===== src/hdl/pixel_motion_search_proxy_macros.svh =====
// ---------------------------------------------------------------------------
// Assertion macros for the pixel motion search block
// Concurrent checks that compile away when SYNTHESIS is defined.
// ---------------------------------------------------------------------------
`ifndef PIXEL_MOTION_SEARCH_PROXY_MACROS_SVH
`define PIXEL_MOTION_SEARCH_PROXY_MACROS_SVH
`ifndef SYNTHESIS
// Plain property, sampled on the rising clock, off while reset is low.
`define PMSP_ASSERT(lbl, clk, rstn, prop, msg) \
    lbl: assert property (@(posedge clk) disable iff (!rstn) (prop)) else $error(msg);
// Same-cycle implication.
`define PMSP_ASSERT_IMPL(lbl, clk, rstn, ante, cons, msg) \
    lbl: assert property (@(posedge clk) disable iff (!rstn) (ante) |-> (cons)) else $error(msg);
// Next-cycle implication.
`define PMSP_ASSERT_NEXT(lbl, clk, rstn, ante, cons, msg) \
    lbl: assert property (@(posedge clk) disable iff (!rstn) (ante) |=> (cons)) else $error(msg);
`else
`define PMSP_ASSERT(lbl, clk, rstn, prop, msg)
`define PMSP_ASSERT_IMPL(lbl, clk, rstn, ante, cons, msg)
`define PMSP_ASSERT_NEXT(lbl, clk, rstn, ante, cons, msg)
`endif
`endif


===== src/hdl/pmsp_pkg.sv =====
// ---------------------------------------------------------------------------
// pmsp_pkg
// Shared constants, command/status types and the offset magnitude table.
// ---------------------------------------------------------------------------
`default_nettype none

package pmsp_pkg;

    localparam int MAX_WIDTH  = 64;
    localparam int MAX_HEIGHT = 64;
    localparam int MAX_RADIUS = 7;

    localparam int COL_W  = $clog2(MAX_WIDTH);
    localparam int ROW_W  = $clog2(MAX_HEIGHT);
    localparam int RAD_W  = 3;
    localparam int OFS_W  = RAD_W + 1;          // signed offset -R..+R
    localparam int POS_W  = ROW_W + 2;          // signed probe coordinate
    localparam int LUMA_W = 8;
    localparam int MAG_W  = 12;
    localparam int ADDR_W = 1 + ROW_W + COL_W;  // bank, row, column

    localparam int CFG_IDX_W  = 2;
    localparam int CFG_DATA_W = 7;
    localparam int GEO_W      = 7;

    localparam int IN_TDATA_W  = 8;
    localparam int OUT_TDATA_W = 24;
    localparam int OUT_PAD_W   = OUT_TDATA_W - MAG_W - LUMA_W;

    localparam logic [CFG_IDX_W-1:0] CFG_SEARCH_RADIUS = 2'd0;
    localparam logic [CFG_IDX_W-1:0] CFG_FRAME_WIDTH   = 2'd1;
    localparam logic [CFG_IDX_W-1:0] CFG_FRAME_HEIGHT  = 2'd2;

    localparam logic [RAD_W-1:0] RADIUS_RESET = 3'd1;
    localparam logic [GEO_W-1:0] WIDTH_RESET  = 7'd64;
    localparam logic [GEO_W-1:0] HEIGHT_RESET = 7'd64;

    // Controller to datapath
    typedef struct packed {
        logic accept;     // input transfer this cycle
        logic scan_init;  // load window start and clear best match
        logic scan_step;  // read one probe and advance the window
        logic out_load;   // capture result into output register
    } t_cmd;

    // Datapath to controller
    typedef struct packed {
        logic item_hp;    // accepted pixel has a previous frame
        logic scan_last;  // current probe is the last of the window
    } t_status;

    // Q4.8 length of offset (adx, ady), rounded to nearest.
    function automatic logic [MAG_W-1:0] f_mag(input logic [RAD_W-1:0] adx,
                                               input logic [RAD_W-1:0] ady);
        logic [6:0]       sq;
        logic [MAG_W-1:0] m;
        sq = 7'(adx * adx) + 7'(ady * ady);
        case (sq)
            7'd0:    m = 12'd0;
            7'd1:    m = 12'd256;
            7'd2:    m = 12'd362;
            7'd4:    m = 12'd512;
            7'd5:    m = 12'd572;
            7'd8:    m = 12'd724;
            7'd9:    m = 12'd768;
            7'd10:   m = 12'd810;
            7'd13:   m = 12'd923;
            7'd16:   m = 12'd1024;
            7'd17:   m = 12'd1056;
            7'd18:   m = 12'd1086;
            7'd20:   m = 12'd1145;
            7'd25:   m = 12'd1280;
            7'd26:   m = 12'd1305;
            7'd29:   m = 12'd1379;
            7'd32:   m = 12'd1448;
            7'd34:   m = 12'd1493;
            7'd36:   m = 12'd1536;
            7'd37:   m = 12'd1557;
            7'd40:   m = 12'd1619;
            7'd41:   m = 12'd1639;
            7'd45:   m = 12'd1717;
            7'd49:   m = 12'd1792;
            7'd50:   m = 12'd1810;
            7'd52:   m = 12'd1846;
            7'd53:   m = 12'd1864;
            7'd58:   m = 12'd1950;
            7'd61:   m = 12'd1999;
            7'd65:   m = 12'd2064;
            7'd72:   m = 12'd2172;
            7'd74:   m = 12'd2202;
            7'd85:   m = 12'd2360;
            7'd98:   m = 12'd2534;
            default: m = 12'd0;
        endcase
        return m;
    endfunction

endpackage

`default_nettype wire


===== src/hdl/pmsp_ctrl.sv =====
// ---------------------------------------------------------------------------
// pmsp_ctrl
// Sequencer: accept a pixel, sweep the search window, hand off the result.
// ---------------------------------------------------------------------------
`default_nettype none

module pmsp_ctrl (
    input  wire              i_clk,
    input  wire              i_rst_n,
    input  wire              s_axis_tvalid,
    output logic             s_axis_tready,
    output logic             m_axis_tvalid,
    input  wire              m_axis_tready,
    input  pmsp_pkg::t_status i_status,
    output pmsp_pkg::t_cmd    o_cmd
);

    typedef enum logic [1:0] {
        S_IDLE,
        S_SCAN,
        S_DRAIN,
        S_RESULT
    } t_state;

    t_state r_state;
    t_state n_state;
    logic   r_out_vld;
    logic   n_out_vld;
    logic   slot_free;

    assign slot_free     = !r_out_vld || m_axis_tready;
    assign s_axis_tready = (r_state == S_IDLE);
    assign m_axis_tvalid = r_out_vld;

    always_comb begin
        o_cmd     = '0;
        n_state   = r_state;
        n_out_vld = r_out_vld && !m_axis_tready;
        unique case (r_state)
            S_IDLE: begin
                if (s_axis_tvalid) begin
                    o_cmd.accept    = 1'b1;
                    o_cmd.scan_init = 1'b1;
                    n_state = i_status.item_hp ? S_SCAN : S_RESULT;
                end
            end
            S_SCAN: begin
                o_cmd.scan_step = 1'b1;
                if (i_status.scan_last) begin
                    n_state = S_DRAIN;
                end
            end
            S_DRAIN: begin
                // last probe compares this cycle
                n_state = S_RESULT;
            end
            S_RESULT: begin
                if (slot_free) begin
                    o_cmd.out_load = 1'b1;
                    n_out_vld      = 1'b1;
                    n_state        = S_IDLE;
                end
            end
            default: begin
                n_state = S_IDLE;
            end
        endcase
    end

    always_ff @(posedge i_clk) begin
        if (!i_rst_n) begin
            r_state   <= S_IDLE;
            r_out_vld <= 1'b0;
        end else begin
            r_state   <= n_state;
            r_out_vld <= n_out_vld;
        end
    end

endmodule

`default_nettype wire


===== config.mk =====
export PLATFORM = sky130hd
export DESIGN_NAME = pmsp_ctrl
export DESIGN_NICKNAME = d
export VERILOG_FILES = /design/src/hdl/pixel_motion_search_proxy_macros.svh /design/src/hdl/pmsp_pkg.sv /design/src/hdl/pmsp_ctrl.sv
export SDC_FILE = /design/constraint.sdc
export NUM_CORES = 1
export LEC_CHECK = 0
export ABC_AREA = 1
export BUFFER_PORTS_ARGS = -buffer_cell sky130_fd_sc_hd__buf_2
export CAP_MARGIN = 25
export CORE_AREA = 2 2 39 41
export CTS_CLUSTER_DIAMETER = 60
export DETAILED_ROUTE_END_ITERATION = 6
export DIE_AREA = 0 0 41 43
export MAX_ROUTING_LAYER = met4
export PLACE_DENSITY = 0.52
export SYNTH_ARGS = -nofsm -noshare
export SYNTH_HDL_FRONTEND = slang
export SYNTH_SLANG_ARGS = --single-unit

===== constraint.sdc =====
create_clock -name i_clk -period 1.1 [get_ports i_clk]
set_input_delay 0.165 -clock i_clk [delete_from_list [all_inputs] [get_ports i_clk]]
set_output_delay 0.165 -clock i_clk [all_outputs]
set_load 0.01 [all_outputs]

==> qor.log <==
INFO  power_and_ir_drop vdd_drop_max=0.801mV
INFO  synthesis      synth-seq-area-share=23.8%
INFO  floorplanning  core_area=0.00138mm^2
INFO  floorplanning  die_height=43um
INFO  synthesis      yosysUniqueCellTypes=15
INFO  clocking       cts_root_buffer=sky130_fd_sc_hd__clkbuf_4
INFO  detailed_routing drt_pre_antenna_iters=4
INFO  power_and_ir_drop power.density=2420mW/mm^2
INFO  synthesis      synth_async_sr_flop_share=0%
INFO  placement      place.gp.congestion=0.672
INFO  placement      placement.io_buffers=11
INFO  synthesis      synth.net_count=45
INFO  status         status=complete, but fails checks
INFO  layout         n_antenna_cell=0
INFO  floorplanning  std_cell_rows=14
INFO  timing         setup_slack=-92.3ps
INFO  clocking       tritoncts_clock_tree=built
INFO  global_routing grt_max_degree=5
INFO  timing         max_slew_margin=89.3%
INFO  layout         finished_core_util=31.6%
INFO  floorplanning  io_pins=12
INFO  critical_path  critical-path-max-stage-delay=370ps
INFO  critical_path  r2r_slack=-50ps
INFO  clocking       numCtsBuffers=3
INFO  floorplanning  die_footprint=0.00176mm^2
INFO  critical_path  setup.worst_path.start_class=register
INFO  timing         achievable-frequency=839MHz
INFO  clocking       clk_path_buf_depth=2
INFO  timing         timing.final.max_slew_violations=0
INFO  worst_hold_path worst_min_path_class=input port to register
INFO  critical_path  worst-setup-path-type=register to output port
INFO  timing         rsz0062_at_grt=true
INFO  placement      place.detailed.hpwl=379um
INFO  global_routing number_of_antenna_violations_at_the_first_check_in_global_routing=0
INFO  timing         setup_viol=7
INFO  detailed_routing drcViolationCount=0
INFO  detailed_routing routed_wire_length_per_instance=7.75um
INFO  synthesis      number_of_flops_mapped_to_enable_cells_by_yosys=0
INFO  layout         final_common_cell=sky130_fd_sc_hd__buf_2
INFO  critical_path  cp_top_family=flip-flops
INFO  critical_path  critical-path-slowest-cell=sky130_fd_sc_hd__dfxtp_4
INFO  layout         top_library_cells_by_usage_in_the_layout_fill_and_taps_aside=sky130_fd_sc_hd__buf_2 (11), sky130_fd_sc_hd__nand2_1 (6), sky130_fd_sc_hd__buf_4 (4)
INFO  layout         finish.instance_area=438um^2
INFO  detailed_routing via_count=261
INFO  critical_path  worstPathRequired=940ps
INFO  synthesis      netlist_area=253um^2
INFO  synthesis      yosysTopAreaCell=sky130_fd_sc_hd__dfxtp_1
INFO  synthesis      syn-mean-instance-area=7.22um^2
INFO  clocking       clk-insertion-delay-late=240ps
INFO  detailed_routing postRouteWirelength=535um
INFO  layout         area_delta_synth_final=73.3%
INFO  detailed_routing number_of_vias_per_cell_after_detailed_routing=3.78
INFO  clocking       htree_levels=1
INFO  synthesis      synthCells=35
INFO  layout         final_layout_size_suffix_gt1_share=69.8%
INFO  global_routing globalRouteTotalUtil=7.29%
INFO  timing         fin_worst_hold_slack=186ps
INFO  critical_path  crit_path_cell_trace=inv_4, ha_4, nand2_2, inv_2, buf_2
INFO  flow_run       drv_cap=0
INFO  synthesis      synth.top_cells.by_area=sky130_fd_sc_hd__dfxtp_1 (24%), sky130_fd_sc_hd__ha_1 (20%), sky130_fd_sc_hd__nand2_1 (10%)
INFO  synthesis      ys_ff_latch=3
INFO  critical_path  cp-end-kind=output port
INFO  synthesis      synthesis.yosys.warnings=0
INFO  timing         max_slew.worst_pin.slew=160ps
INFO  global_routing globalRouteOverflowTotal=0
INFO  placement      postPlaceCellArea=323um^2
INFO  critical_path  cp.buffers_inverters=3
INFO  timing         final.period_utilization=108%
INFO  status         failed_checks=negative setup slack
INFO  detailed_routing detail_route.iter0.violations=5
INFO  timing         timing.setup.tns=-377ps
INFO  global_routing first_global_vias=215
INFO  floorplanning  chipWidth=41um
INFO  global_routing first_pass_grt_wire_length=793um
INFO  power_and_ir_drop static-leakage-power=0.224nW
INFO  timing         timing.final.crit_period=1190ps
INFO  clocking       clk_transition_reported_paths=40ps
INFO  critical_path  worst-path-max-fanout=4
INFO  synthesis      dominantRegCellSynth=sky130_fd_sc_hd__dfxtp_1
INFO  timing         fin_worst_skew=2.66ps
INFO  layout         layout.nets=64
INFO  clocking       clock-sinks=3
INFO  synthesis      synth_top_area_share=23.8%
INFO  floorplanning  start_util=18.3%
INFO  detailed_routing detail-route-antenna-nets=0
INFO  critical_path  timing.critical_path.arrival=1030ps
INFO  timing         report.final.hold_viol_count=0
==> per-stage QoR <==
stage          power (mW)  cells  worst slack, ps
6_report             1.06     69            -92.3
5_1_grt              1.17     69             -152
4_1_cts             0.998     67             -108
3_5_place_dp        0.643     61            -2.41
3_3_place_gp        0.643     61           -0.105
2_1_floorplan       0.537     35             33.4
==> cells in the mapped netlist, types with 2 or more instances <==
| library cell | instances |
|---|---|
| sky130_fd_sc_hd__dfxtp_1 | 3 |
| sky130_fd_sc_hd__ha_1 | 4 |
| sky130_fd_sc_hd__inv_1 | 5 |
| sky130_fd_sc_hd__inv_2 | 3 |
| sky130_fd_sc_hd__nand2_1 | 7 |
| sky130_fd_sc_hd__nand3_2 | 2 |
| sky130_fd_sc_hd__nor2_1 | 2 |
| sky130_fd_sc_hd__nor2_2 | 2 |
==> area by class of cell <==
cell class              instances  area, um^2
multi-input cells              23         204
fillers                       147         946
well taps                      16        20.0
clock buffers                   4        26.3
flip-flops and latches          3        67.6
repair buffers                 15        85.1
inverters                       8        35.0
==> power by group <==
group	total [mW]	leakage, nW	switching (mW)	internal [mW]
clock network	0.201	0.0150	0.0642	0.136
logic	0.631	0.183	0.310	0.321
registers	0.227	0.0259	0.0626	0.164
==> cells by family after synthesis <==
logic type	share of synthesized area (%)
AND/OR/NAND/NOR	34.7
AO/OA/AOI/OAI	6.93
adder cells (fa/ha/maj)	19.8
buffers and inverters	14.9
flip-flops	23.8
==> state kept, by name, indices dropped and copies added, names as in the netlist <==
register / count
r_state: 2
m_axis_tvalid: 1
==> final timing paths <==
check,start,to,depth (start not counted)
setup / recovery,r_state[0]$_SDFFE_PN0P_,o_cmd[3],5
hold / removal,i_rst_n,r_state[0]$_SDFFE_PN0P_,3
setup reg to reg,r_state[0]$_SDFFE_PN0P_,r_state[0]$_SDFFE_PN0P_,7
hold reg to reg,m_axis_tvalid$_SDFF_PN0_,m_axis_tvalid$_SDFF_PN0_,2
==> worst min-delay path, stage by stage <==
cell	delay [ps]
sky130_fd_sc_hd__buf_2	120
sky130_fd_sc_hd__nand2_1	70
sky130_fd_sc_hd__nor2_2	40
==> repair_timing <==
item                       CTS  global route
buffers inserted             2             2
pin swaps                    2             5
hold buffers                 0             0
resized for setup           10             7
setup endpoints to repair    6             7
==> per-layer routing <==
| metal | track usage, % | wire, um | up-vias | part of all wire (%) |
|---|---|---|---|---|
| li1 | - | - | 140 | - |
| met1 | 7.99 | 218 | 110 | 41 |
| met2 | 9.69 | 266 | 9 | 50 |
| met3 | 1.57 | 35 | 2 | 6.5 |
| met4 | 8.00 | 14 | 0 | 2.6 |
| met5 | - | 0 | - | 0 |
(Power assumes the default switching activity.)
